### src/rtl/tbdl_pkg.sv
// ----------------------------------------------------------------------------
// tbdl_pkg
// Shared types, command and register codes, and queue sizing for the
// three-button debounce and long-press unit.
// ----------------------------------------------------------------------------
package tbdl_pkg;

  localparam int NUM_BTN    = 3;
  localparam int QUEUE_SIZE = 8;
  localparam int PTR_W      = (QUEUE_SIZE > 2) ? $clog2(QUEUE_SIZE) : 1;

  localparam int CMD_W      = 2;
  localparam int CFG_IDX_W  = 2;
  localparam int CFG_DATA_W = 16;
  localparam int TIME_W     = 32;

  typedef logic [PTR_W-1:0] ptr_t;

  // Command codes
  localparam logic [CMD_W-1:0] CMD_POLL = 2'd0;
  localparam logic [CMD_W-1:0] CMD_POP  = 2'd1;
  localparam logic [CMD_W-1:0] CMD_INIT = 2'd2;

  // Configuration register indexes
  localparam logic [CFG_IDX_W-1:0] CFG_ACTIVE_LOW    = 2'd0;
  localparam logic [CFG_IDX_W-1:0] CFG_BUTTON_ENABLE = 2'd1;
  localparam logic [CFG_IDX_W-1:0] CFG_DEBOUNCE_MS   = 2'd2;
  localparam logic [CFG_IDX_W-1:0] CFG_LONG_PRESS_MS = 2'd3;

  // Event actions
  localparam logic ACT_PRESS = 1'b0;
  localparam logic ACT_LONG  = 1'b1;

  typedef struct packed {
    logic       action;
    logic [1:0] button;
  } evt_t;

  typedef struct packed {
    logic              raw_last;
    logic              stable_level;
    logic [TIME_W-1:0] change_time;
    logic [TIME_W-1:0] press_time;
    logic              long_done;
  } btn_state_t;

  typedef btn_state_t [NUM_BTN-1:0] btn_row_t;

  function automatic ptr_t ptr_inc(input ptr_t p);
    return (p == ptr_t'(QUEUE_SIZE - 1)) ? '0 : p + ptr_t'(1);
  endfunction

endpackage

### src/rtl/tbdl_intf.sv
// ----------------------------------------------------------------------------
// tbdl_intf
// Handshake channels of the button unit: command input, event output and
// configuration write.
// ----------------------------------------------------------------------------
interface tbdl_cmd_if;
  logic                       valid;
  logic                       ready;
  logic [tbdl_pkg::CMD_W-1:0] command;
  logic                       left_level;
  logic                       right_level;
  logic                       center_level;
  logic [tbdl_pkg::TIME_W-1:0] now_ms;

  modport source(output valid, command, left_level, right_level, center_level, now_ms,
                 input ready);
  modport sink(input valid, command, left_level, right_level, center_level, now_ms,
               output ready);
endinterface

interface tbdl_evt_if;
  logic       valid;
  logic       ready;
  logic       event_found;
  logic [1:0] button;
  logic       action;

  modport source(output valid, event_found, button, action, input ready);
  modport sink(input valid, event_found, button, action, output ready);
endinterface

interface tbdl_cfg_if;
  logic                            valid;
  logic                            ready;
  logic [tbdl_pkg::CFG_IDX_W-1:0]  index;
  logic [tbdl_pkg::CFG_DATA_W-1:0] data;

  modport source(output valid, index, data, input ready);
  modport sink(input valid, index, data, output ready);
endinterface

### src/rtl/three_button_debounce_long_press_unit.sv
// ----------------------------------------------------------------------------
// three_button_debounce_long_press_unit
// Debounces left, right and center buttons and queues press / long-press
// events for later pop.
// ----------------------------------------------------------------------------
// One command is taken per clock while no pop waits in the command stage.
// An accepted command is registered into the command stage and executed
// there; a pop result is loaded into the output register, or into the skid
// entry while the output register holds a result not yet taken.
// Per-button state lives in a one-row state memory read through a
// write-first read register, so a command that follows directly sees the row
// written back by its predecessor. Throughput is one command per cycle; it
// drops only when pop results back up: the output register plus one skid
// entry hold results, and a pop waits while the skid entry is occupied.
// Polls and inits never stall in the command stage, though a command queued
// behind a waiting pop waits with it. The event queue holds QUEUE_SIZE-1
// events and drops new ones when full. Configuration writes are always
// accepted, as cfg.ready is tied high.
// ----------------------------------------------------------------------------
module three_button_debounce_long_press_unit (
  input logic      clk,
  input logic      rst,
  tbdl_cmd_if.sink cmd,
  tbdl_evt_if.source evt,
  tbdl_cfg_if.sink cfg
);

  typedef struct packed {
    logic       found;
    logic [1:0] button;
    logic       action;
  } result_t;

  // Configuration
  logic        active_low;
  logic [2:0]  button_enable;
  logic [15:0] debounce_ms;
  logic [15:0] long_press_ms;

  // Command stage
  logic                             s1_valid;
  logic [tbdl_pkg::CMD_W-1:0]       s1_cmd;
  logic [tbdl_pkg::NUM_BTN-1:0]     s1_level;
  logic [tbdl_pkg::TIME_W-1:0]      s1_now;
  logic                             s1_pop;
  logic                             s1_go;

  // Button state memory
  tbdl_pkg::btn_row_t btn_mem;
  logic               mem_valid;
  tbdl_pkg::btn_row_t btn_rd;
  tbdl_pkg::btn_row_t row_next;
  logic               state_we;

  // Event queue
  tbdl_pkg::evt_t event_store [tbdl_pkg::QUEUE_SIZE];
  tbdl_pkg::ptr_t write_ptr;
  tbdl_pkg::ptr_t read_ptr;
  tbdl_pkg::ptr_t write_ptr_next;
  logic           [tbdl_pkg::NUM_BTN-1:0] ev_we;
  tbdl_pkg::ptr_t ev_addr [tbdl_pkg::NUM_BTN];
  tbdl_pkg::evt_t ev_data [tbdl_pkg::NUM_BTN];
  logic           queue_nonempty;

  // Output register and skid entry
  result_t new_res;
  logic    new_res_valid;
  result_t out_res;
  logic    out_valid;
  result_t skid_res;
  logic    skid_valid;
  logic    out_take;

  // --------------------------------------------------------------------------
  // Configuration port
  // --------------------------------------------------------------------------
  assign cfg.ready = 1'b1;

  always_ff @(posedge clk) begin
    if (rst) begin
      active_low    <= 1'b1;
      button_enable <= 3'd7;
      debounce_ms   <= 16'd50;
      long_press_ms <= 16'd800;
    end else if (cfg.valid) begin
      unique case (cfg.index)
        tbdl_pkg::CFG_ACTIVE_LOW:    active_low    <= cfg.data[0];
        tbdl_pkg::CFG_BUTTON_ENABLE: button_enable <= cfg.data[2:0];
        tbdl_pkg::CFG_DEBOUNCE_MS:   debounce_ms   <= cfg.data;
        tbdl_pkg::CFG_LONG_PRESS_MS: long_press_ms <= cfg.data;
      endcase
    end
  end

  // --------------------------------------------------------------------------
  // Command stage
  // --------------------------------------------------------------------------
  assign s1_pop    = (s1_cmd == tbdl_pkg::CMD_POP);
  assign s1_go     = s1_valid && (!s1_pop || !skid_valid);
  assign cmd.ready = !s1_valid || s1_go;

  always_ff @(posedge clk) begin
    if (rst) begin
      s1_valid <= 1'b0;
    end else if (cmd.ready) begin
      s1_valid <= cmd.valid;
    end
  end

  always_ff @(posedge clk) begin
    if (cmd.valid && cmd.ready) begin
      s1_cmd   <= cmd.command;
      s1_level <= {cmd.center_level, cmd.right_level, cmd.left_level};
      s1_now   <= cmd.now_ms;
    end
  end

  // --------------------------------------------------------------------------
  // Button update and event enqueue
  // --------------------------------------------------------------------------
  always_comb begin
    tbdl_pkg::btn_state_t       st;
    logic                       lvl;
    logic                       fire;
    tbdl_pkg::evt_t             code;
    logic [tbdl_pkg::TIME_W-1:0] since_change;
    logic [tbdl_pkg::TIME_W-1:0] since_press;
    tbdl_pkg::ptr_t             wp;
    tbdl_pkg::ptr_t             nxt;

    row_next = btn_rd;
    wp       = write_ptr;
    ev_we    = '0;
    for (int b = 0; b < tbdl_pkg::NUM_BTN; b++) begin
      st           = btn_rd[b];
      lvl          = s1_level[b];
      fire         = 1'b0;
      code.button  = 2'(b);
      code.action  = tbdl_pkg::ACT_PRESS;
      since_change = '0;
      since_press  = '0;
      if (s1_cmd == tbdl_pkg::CMD_INIT) begin
        st.raw_last     = lvl;
        st.stable_level = lvl;
        st.change_time  = s1_now;
      end else if (s1_cmd == tbdl_pkg::CMD_POLL && button_enable[b]) begin
        if (lvl != st.raw_last) begin
          st.raw_last    = lvl;
          st.change_time = s1_now;
        end
        since_change = s1_now - st.change_time;
        if (since_change >= {16'b0, debounce_ms}) begin
          if (lvl != st.stable_level) begin
            st.stable_level = lvl;
            if (lvl ^ active_low) begin
              st.press_time = s1_now;
              st.long_done  = 1'b0;
            end else if (!st.long_done) begin
              fire = 1'b1;
            end
          end
          since_press = s1_now - st.press_time;
          if ((st.stable_level ^ active_low) && !st.long_done &&
              since_press >= {16'b0, long_press_ms}) begin
            st.long_done = 1'b1;
            fire         = 1'b1;
            code.action  = tbdl_pkg::ACT_LONG;
          end
        end
      end
      row_next[b] = st;

      // drop the event when the ring is full
      nxt        = tbdl_pkg::ptr_inc(wp);
      ev_addr[b] = wp;
      ev_data[b] = code;
      if (fire && nxt != read_ptr) begin
        ev_we[b] = 1'b1;
        wp       = nxt;
      end
    end
    write_ptr_next = wp;
  end

  assign state_we = s1_go && (s1_cmd == tbdl_pkg::CMD_POLL || s1_cmd == tbdl_pkg::CMD_INIT);

  // State memory with write-first read register
  always_ff @(posedge clk) begin
    if (state_we) begin
      btn_mem <= row_next;
    end
    btn_rd <= state_we ? row_next : (mem_valid ? btn_mem : '0);
  end

  always_ff @(posedge clk) begin
    if (rst) begin
      mem_valid <= 1'b0;
    end else if (state_we) begin
      mem_valid <= 1'b1;
    end
  end

  // --------------------------------------------------------------------------
  // Event queue
  // --------------------------------------------------------------------------
  assign queue_nonempty = (read_ptr != write_ptr);

  always_ff @(posedge clk) begin
    if (s1_go && s1_cmd == tbdl_pkg::CMD_POLL) begin
      for (int b = 0; b < tbdl_pkg::NUM_BTN; b++) begin
        if (ev_we[b]) begin
          event_store[ev_addr[b]] <= ev_data[b];
        end
      end
    end
  end

  always_ff @(posedge clk) begin
    if (rst) begin
      write_ptr <= '0;
      read_ptr  <= '0;
    end else if (s1_go) begin
      if (s1_cmd == tbdl_pkg::CMD_POLL) begin
        write_ptr <= write_ptr_next;
      end
      if (s1_pop && queue_nonempty) begin
        read_ptr <= tbdl_pkg::ptr_inc(read_ptr);
      end
    end
  end

  // --------------------------------------------------------------------------
  // Result output: register plus skid entry
  // --------------------------------------------------------------------------
  assign new_res_valid  = s1_go && s1_pop;
  assign new_res.found  = queue_nonempty;
  assign new_res.button = queue_nonempty ? event_store[read_ptr].button : 2'd0;
  assign new_res.action = queue_nonempty ? event_store[read_ptr].action : 1'b0;
  assign out_take       = out_valid && evt.ready;

  always_ff @(posedge clk) begin
    if (rst) begin
      out_valid  <= 1'b0;
      skid_valid <= 1'b0;
    end else if (!out_valid || out_take) begin
      out_valid  <= skid_valid || new_res_valid;
      skid_valid <= 1'b0;
    end else if (new_res_valid) begin
      skid_valid <= 1'b1;
    end
  end

  always_ff @(posedge clk) begin
    if (!out_valid || out_take) begin
      out_res <= skid_valid ? skid_res : new_res;
    end else if (new_res_valid) begin
      skid_res <= new_res;
    end
  end

  assign evt.valid       = out_valid;
  assign evt.event_found = out_res.found;
  assign evt.button      = out_res.button;
  assign evt.action      = out_res.action;

  // --------------------------------------------------------------------------
  // Assertions
  // --------------------------------------------------------------------------
  a_skid_behind_out: assert property (@(posedge clk) disable iff (rst)
    skid_valid |-> out_valid)
    else $error("skid entry holds a result while the output register is empty");

  a_state_forward: assert property (@(posedge clk) disable iff (rst)
    state_we |=> btn_rd == $past(row_next))
    else $error("state read register missed the written-back row");

  a_empty_pop_zero: assert property (@(posedge clk) disable iff (rst)
    (evt.valid && !evt.event_found) |-> (evt.button == 2'd0 && !evt.action))
    else $error("empty pop carries nonzero event fields");

  a_pop_keeps_write_ptr: assert property (@(posedge clk) disable iff (rst)
    (s1_go && s1_pop) |=> write_ptr == $past(write_ptr))
    else $error("write pointer moved on a pop");

endmodule

### src/flat_wrapper.sv
// flat-port wrapper written by rule: the top's interface ports become plain ports
module three_button_debounce_long_press_unit_flat 
  (clk, rst, cmd_valid, cmd_command, cmd_left_level, cmd_right_level, cmd_center_level, cmd_now_ms, cmd_ready, evt_valid, evt_event_found, evt_button, evt_action, evt_ready, cfg_valid, cfg_index, cfg_data, cfg_ready);
  tbdl_cmd_if cmd_i ();
  tbdl_evt_if evt_i ();
  tbdl_cfg_if cfg_i ();
  input logic clk;
  input logic rst;
  input wire logic [$bits(cmd_i.valid)-1:0] cmd_valid;
  input wire logic [$bits(cmd_i.command)-1:0] cmd_command;
  input wire logic [$bits(cmd_i.left_level)-1:0] cmd_left_level;
  input wire logic [$bits(cmd_i.right_level)-1:0] cmd_right_level;
  input wire logic [$bits(cmd_i.center_level)-1:0] cmd_center_level;
  input wire logic [$bits(cmd_i.now_ms)-1:0] cmd_now_ms;
  output wire logic [$bits(cmd_i.ready)-1:0] cmd_ready;
  output wire logic [$bits(evt_i.valid)-1:0] evt_valid;
  output wire logic [$bits(evt_i.event_found)-1:0] evt_event_found;
  output wire logic [$bits(evt_i.button)-1:0] evt_button;
  output wire logic [$bits(evt_i.action)-1:0] evt_action;
  input wire logic [$bits(evt_i.ready)-1:0] evt_ready;
  input wire logic [$bits(cfg_i.valid)-1:0] cfg_valid;
  input wire logic [$bits(cfg_i.index)-1:0] cfg_index;
  input wire logic [$bits(cfg_i.data)-1:0] cfg_data;
  output wire logic [$bits(cfg_i.ready)-1:0] cfg_ready;
  assign cmd_i.valid = cmd_valid;
  assign cmd_i.command = cmd_command;
  assign cmd_i.left_level = cmd_left_level;
  assign cmd_i.right_level = cmd_right_level;
  assign cmd_i.center_level = cmd_center_level;
  assign cmd_i.now_ms = cmd_now_ms;
  assign cmd_ready = cmd_i.ready;
  assign evt_valid = evt_i.valid;
  assign evt_event_found = evt_i.event_found;
  assign evt_button = evt_i.button;
  assign evt_action = evt_i.action;
  assign evt_i.ready = evt_ready;
  assign cfg_i.valid = cfg_valid;
  assign cfg_i.index = cfg_index;
  assign cfg_i.data = cfg_data;
  assign cfg_ready = cfg_i.ready;
  three_button_debounce_long_press_unit u_core (.clk(clk), .rst(rst), .cmd(cmd_i), .evt(evt_i), .cfg(cfg_i));
endmodule
### config.mk
export PLATFORM = sky130hd
export DESIGN_NAME = three_button_debounce_long_press_unit_flat
export DESIGN_NICKNAME = d
export VERILOG_FILES = /design/src/rtl/tbdl_pkg.sv /design/src/rtl/tbdl_intf.sv /design/src/rtl/three_button_debounce_long_press_unit.sv /design/src/flat_wrapper.sv
export SDC_FILE = /design/constraint.sdc
export NUM_CORES = 2
export LEC_CHECK = 0
export BUFFER_PORTS_ARGS = -buffer_cell sky130_fd_sc_hd__buf_2
export CAP_MARGIN = 5
export CORE_ASPECT_RATIO = 1.4
export CORE_MARGIN = 5
export CORE_UTILIZATION = 58
export DETAILED_ROUTE_END_ITERATION = 10
export PLACE_DENSITY = 0.86
export REMOVE_ABC_BUFFERS = 1
export SLEW_MARGIN = 25
export SYNTH_ARGS = -nofsm -noshare
export SYNTH_HDL_FRONTEND = slang
export SYNTH_SLANG_ARGS = --single-unit
### constraint.sdc
create_clock -name clk -period 9.2 [get_ports clk]
set_input_delay 1.38 -clock clk [delete_from_list [all_inputs] [get_ports clk]]
set_output_delay 1.38 -clock clk [all_outputs]
set_load 0.02 [all_outputs]
After elaboration in Yosys (flattened, before gate mapping)
Memories as Yosys holds them, arrays and structs flattened. A register that Yosys moved wholly into a read port is not among the register bits.
Index checks and enable logic that the tools add are counted.
{"block": "op_classes", "n_reduce_logical": 41, "eq_ne": 19, "muxes": 116, "n_shift": 0, "bitwise": 7, "n_mul": 0, "n_lt_le_gt_ge": 6, "n_div": 0, "addsub": 10}
{"operator": "$mux 33", "count": 21}
{"operator": "$mux 201", "count": 2}
{"operator": "$mux 32", "count": 9}
{"operator": "$mux 67", "count": 3}
{"operator": "$ge 32x16->1", "count": 6}
{"operator": "$sub 32x32->32", "count": 6}
{"operator": "$mux 34", "count": 3}
{"operator": "$mux 1", "count": 67}
{"operator": "$mux 3", "count": 9}
{"operator": "$logic_and 1x1->1", "count": 19}
{"operator": "$reduce_and 2->1", "count": 7}
{"operator": "$add 3x1->3 const B", "count": 4}
{"operator": "$eq 3x3->1 const B", "count": 4}
{"operator": "$ne 3x3->1", "count": 4}
{"operator": "$logic_not 1->1", "count": 7}
{"operator": "$eq 2x2->1 const B", "count": 3}
{"operator": "$ne 1x1->1", "count": 6}
{"operator": "$xor 1x1->1", "count": 6}
{"operator": "$logic_or 1x1->1", "count": 5}
{"operator": "$eq 2x1->1 const B", "count": 2}
{"operator": "$logic_not 2->1", "count": 2}
{"operator": "$mux 4", "count": 1}
{"operator": "$mux 2", "count": 1}
{"operator": "$reduce_or 2->1", "count": 1}
{"operator": "$not 1->1", "count": 1}
{"block": "word_totals", "ramBits": 24, "n_memories": 1, "mem_bits_ro": 0, "reg_bits": 493, "out_inout_bits": 7, "latch_bits": 0, "inputBits": 60}
{"name": "u_core.event_store", "words": 8, "width": 3, "read_ports": 1, "rd_ports_with_merged_regs": 1, "write_ports": 3, "line": "three_button_debounce_long_press_unit.sv:56", "rtl": "tbdl_pkg::evt_t event_store [tbdl_pkg::QUEUE_SIZE];"}

Longest topological paths before layout
{"block": "logic_depth", "word_depth": 31, "mapped_depth": 50, "ltp_nobuf": 44}

Worst setup path before layout
Ideal clock, no wire load.
{"block": "synth_path", "path_type": "flip-flop to flip-flop", "from": "register u_core.s1_level[0] (netlist bit)", "to": "memory u_core.event_store[2][2] (netlist bit) (data pin)", "period_less_slack_ps": 9243, "arrival_time_ps": 8976, "setup_ps": 267, "stages_incl_launch_ff": 42, "n_path_buf": 5, "slack_ps": -43, "t_required_ps": 8933, "cell_sequence": "edfxtp_1 > ha_1 > clkbuf_1 > inv_1 > nand2_1 > clkbuf_1 > clkbuf_1 > mux2i_1 > ha_1 > clkbuf_1 > and3_1 > o211a_1 > nand2_1 > a21o_1 > o211ai_1 > nor2_1 > xnor2_1 > ha_1 > [... 6 more ...] > nand4_1 > and2b_2 > a21oi_1 > mux2_2 > ha_1 > xnor2_1 > o221ai_1 > or3_4 > and2_1 > ha_1 > inv_1 > nor4_1 > o221a_2 > a311o_1 > o22ai_4 > buf_6 > nand4_2 > mux2i_1"}
{"element": "start, declared", "line": "three_button_debounce_long_press_unit.sv:43", "rtl": "logic [tbdl_pkg::NUM_BTN-1:0] s1_level;"}
{"element": "start signal, assigned", "line": "three_button_debounce_long_press_unit.sv:113", "rtl": "s1_level <= {cmd.center_level, cmd.right_level, cmd.left_level};"}
{"element": "end, declared", "line": "three_button_debounce_long_press_unit.sv:56"}

==> out/qor.yml <==
drt:
  drt_iter0_drc: 3258
  vias_per_cell: 6.38
  ant_nets: 0
  dr.pass1.iters: 6
  wl_per_cell_um: 21.4
  drt_wl_total_um: 109000
  post-route-drc-count: 0
  vias: 32600
min_path:
  hold_path_end: "u_core.long_press_ms[1]$_SDFFE_PP0P_"
  hold_depth: 2
  hp-start: "u_core.long_press_ms[1]$_SDFFE_PP0P_"
  min_path_type: "flip-flop to flip-flop"
layout:
  num-nets-final: 4588
  area_growth_pct: 10.2
  drive_gt1_share_pct: 12.5
  stdcell_count: 5111
  final_core_util_pct: 64.5
  fillers: 5011
worst_setup_path:
  critPathCaptureType: "flip-flop"
  crit_fanout: 24
  critPathRequiredTime_ns: 9.57
  cp-start-kind: "flip-flop"
  reg2regPathDepth: 39
  rrSetupSlack_ns: 0.34
  reg2reg_from: "u_core.s1_level[0]$_DFFE_PP_"
  cp.arrival_ns: 9.23
  criticalPathCategory: "flip-flop to flip-flop"
  r2r-end: "u_core.event_store[3][2]$_DFFE_PP_"
  critPathMaxStageDelay_ns: 0.40
  slowest_stage: "edfxtp_1"
global_route:
  antenna_found_initial: 2
  grt.overflow.total: 0
  met2_usage_pct: 49.4
  gr-max-usage-layer: "met2"
  met3_usage_pct: 4.68
  use_met1_pct: 36.7
  grt_pass1_vias: 31000
  grt_use_total_pct: 30.4
  grt_max_degree: 177
  grt_pass1_wl_um: 168000
sta:
  fmax_ghz: 0.113
  period_needed_ns: 8.86
  max-slew-margin-rel_pct: 28.6
  worstMarginPinSlew_ns: 1.07
  drv_slew: 0
  finalCritPeriodShare_pct: 96.3
  setup_viol: 0
  hold_viol_final: 0
  tns_ns: 0
  clock_skew_ns: 0.0518
synth:
  ys_seq_elements: 520
  synth_area_leaders: "edfxtp_1 (21%), dfxtp_1 (15%), ha_1 (9.8%)"
  synth-edff-count: 254
  synthCells: 4205
  netlist_area_sq_mm: 0.0363
  yosysWarnings: 0
  async_reset_ff_share_pct: 0
  synth_sequential_area_ratio_pct: 35.7
  synth_flop_cell: "dfxtp_1"
  yosysMostFrequentCell: "nand2_1"
  syn_avg_cell_area_sq_um: 8.64
  yosysTopAreaCell: "edfxtp_1"
  synth.distinct_cells: 108
  synth_commonest_cells: "nand2_1 (736), ha_1 (284), a21oi_1 (272)"
  synth_top_area_share_pct: 21.0
floorplan:
  die_y_um: 306
  io-pin-count: 67
  design.die.area_sq_mm: 0.0678
  initial_core_util_pct: 58.6
  die_x_um: 221
  core-area_sq_mm: 0.0620
  num_rows: 108
clocking:
  clock-sinks: 520
  clock_path_buffers: 3
  cts-root-buf: "clkbuf_16"
  path_clk_slew_ns: 0.07
  cts_tree: "built"
  cts_made_buffers: 54
  htreeDepth: 2
  ctsHoldBuffers: 0
  clk_latency_ns: 0.66
flow_run:
  max-cap-violations: 0
placed_design:
  gp_congestion: 1.03
  port-buffer-count: 65
  place_inst: 4998
  hpwlAfterDp_um: 79600
power:
  leakage_uw: 0.0166
  power.density_mw_per_mm2: 177
  peakVddDrop_uv: 188
run_status:
  status: "finished clean"
where the power goes:
group | switching (uW) | internal [uW]
clock network | 1030 | 1370
logic | 1250 | 837
registers | 81.9 | 2530
how the worst max path moves through the flow:
stage | start | end | slack (ns) | cells past startpoint
floorplan | u_core.s1_level[1]$_DFFE_PP_ | u_core.event_store[6][2]$_DFFE_PP_ | -3.82 | 34
global placement | u_core.s1_level[1]$_DFFE_PP_ | u_core.event_store[6][2]$_DFFE_PP_ | 0.19 | 37
detailed placement | u_core.s1_level[1]$_DFFE_PP_ | u_core.event_store[6][2]$_DFFE_PP_ | 0.05 | 36
CTS | u_core.s1_now[3]$_DFFE_PP_ | u_core.event_store[6][2]$_DFFE_PP_ | 0.04 | 35
global route | u_core.s1_level[0]$_DFFE_PP_ | u_core.event_store[3][2]$_DFFE_PP_ | -0.15 | 39
finish | u_core.s1_level[0]$_DFFE_PP_ | u_core.event_store[3][2]$_DFFE_PP_ | 0.34 | 39
metrics by stage:
step	hold slack [ns]	total power (uW)	area, sq um	setup WS [ns]
after floorplan	0.420	4090	35500	-3.82
after global placement	0.439	4600	37800	0.186
after detailed placement	0.447	4650	37800	0.0477
after CTS	0.455	7040	39700	0.0393
after global routing	0.469	7400	40000	-0.154
final	0.457	7090	40000	0.339
state kept, by name, summed over array words and instances, names as in the netlist, 2 cells and up, named ones only:
signal	cells
u_core.write_ptr	3
u_core.event_store	24
u_core.long_press_ms	16
u_core.read_ptr	3
u_core.s1_level	3
u_core.skid_res	4
u_core.evt.button	2
u_core.btn_rd	201
u_core.debounce_ms	16
u_core.btn_mem	201
u_core.s1_now	32
u_core.s1_cmd	2
u_core.button_enable	3
repair_timing:
item / CTS / global route
gates resized for setup: 3 / 33
cloned: 0 / 0
setup endpoints to repair: 8 / 35
setup buffers: 0 / 9
pin swaps: 0 / 8
layout make-up:
| cell class | instances | area (sq um) | share of cell area, % |
|---|---|---|---|
| Timing Repair Buffer | 183 | 1310 | 3.27 |
| Clock buffer | 65 | 1410 | 3.53 |
| Tap cell | 825 | 1030 | 2.58 |
| Multi-Input combinational cell | 3286 | 22100 | 55.2 |
| Clock inverter | 37 | 495 | 1.24 |
| Antenna cell | 1 | 2.50 | 0.00625 |
| Inverter | 194 | 744 | 1.86 |
| Sequential cell | 520 | 13000 | 32.4 |
worst max-delay path: cells and delay by family, from the launching register on:
kind,cells,cell delay (ns)
AOI/OAI and AO/OA,13,2.59
xor gates and xnor gates,3,0.70
buffers and inverters,7,1.40
adders and majority gates,4,1.18
DFF,1,0.40
muxes,2,0.51
and+or+nand+nor,10,1.76
routing by layer:
layer | vias to the layer above | wire (um)
met5 | - | 8
met4 | 2 | 9810
met3 | 448 | 7990
met2 | 1507 | 49900
met1 | 15300 | 41600
li1 | 15300 | -
cells by family (layout without fill, tap and decap cells):
| kind of cell | Yosys count | in the layout | synth area share (%) |
|---|---|---|---|
| other | 1 | 2 | 0.0103 |
| AND/OR/NAND/NOR | 1560 | 1560 | 19.9 |
| XOR/XNOR | 128 | 128 | 3.19 |
| multiplexers | 303 | 303 | 9.13 |
| adder cells (fa/ha/maj) | 296 | 296 | 10.3 |
| AO/OA/AOI/OAI | 998 | 998 | 17.7 |
| flip-flops | 520 | 520 | 35.7 |
| buffers and inverters | 399 | 479 | 4.24 |
cell usage in the layout (no fill, tap or decap), types with 65 or more instances in the layout:
cell type and count:
a21oi_1 268, a21o_1 95, nor2_1 202, mux2i_1 130
buf_2 65, dfxtp_1 265, mux2_2 166, edfxtp_1 254
inv_1 190, nand2_1 734, xnor2_1 85, buf_4 109
ha_1 284, o21ai_0 264, nand3_1 240
Power figures use the tool's default switching activity.
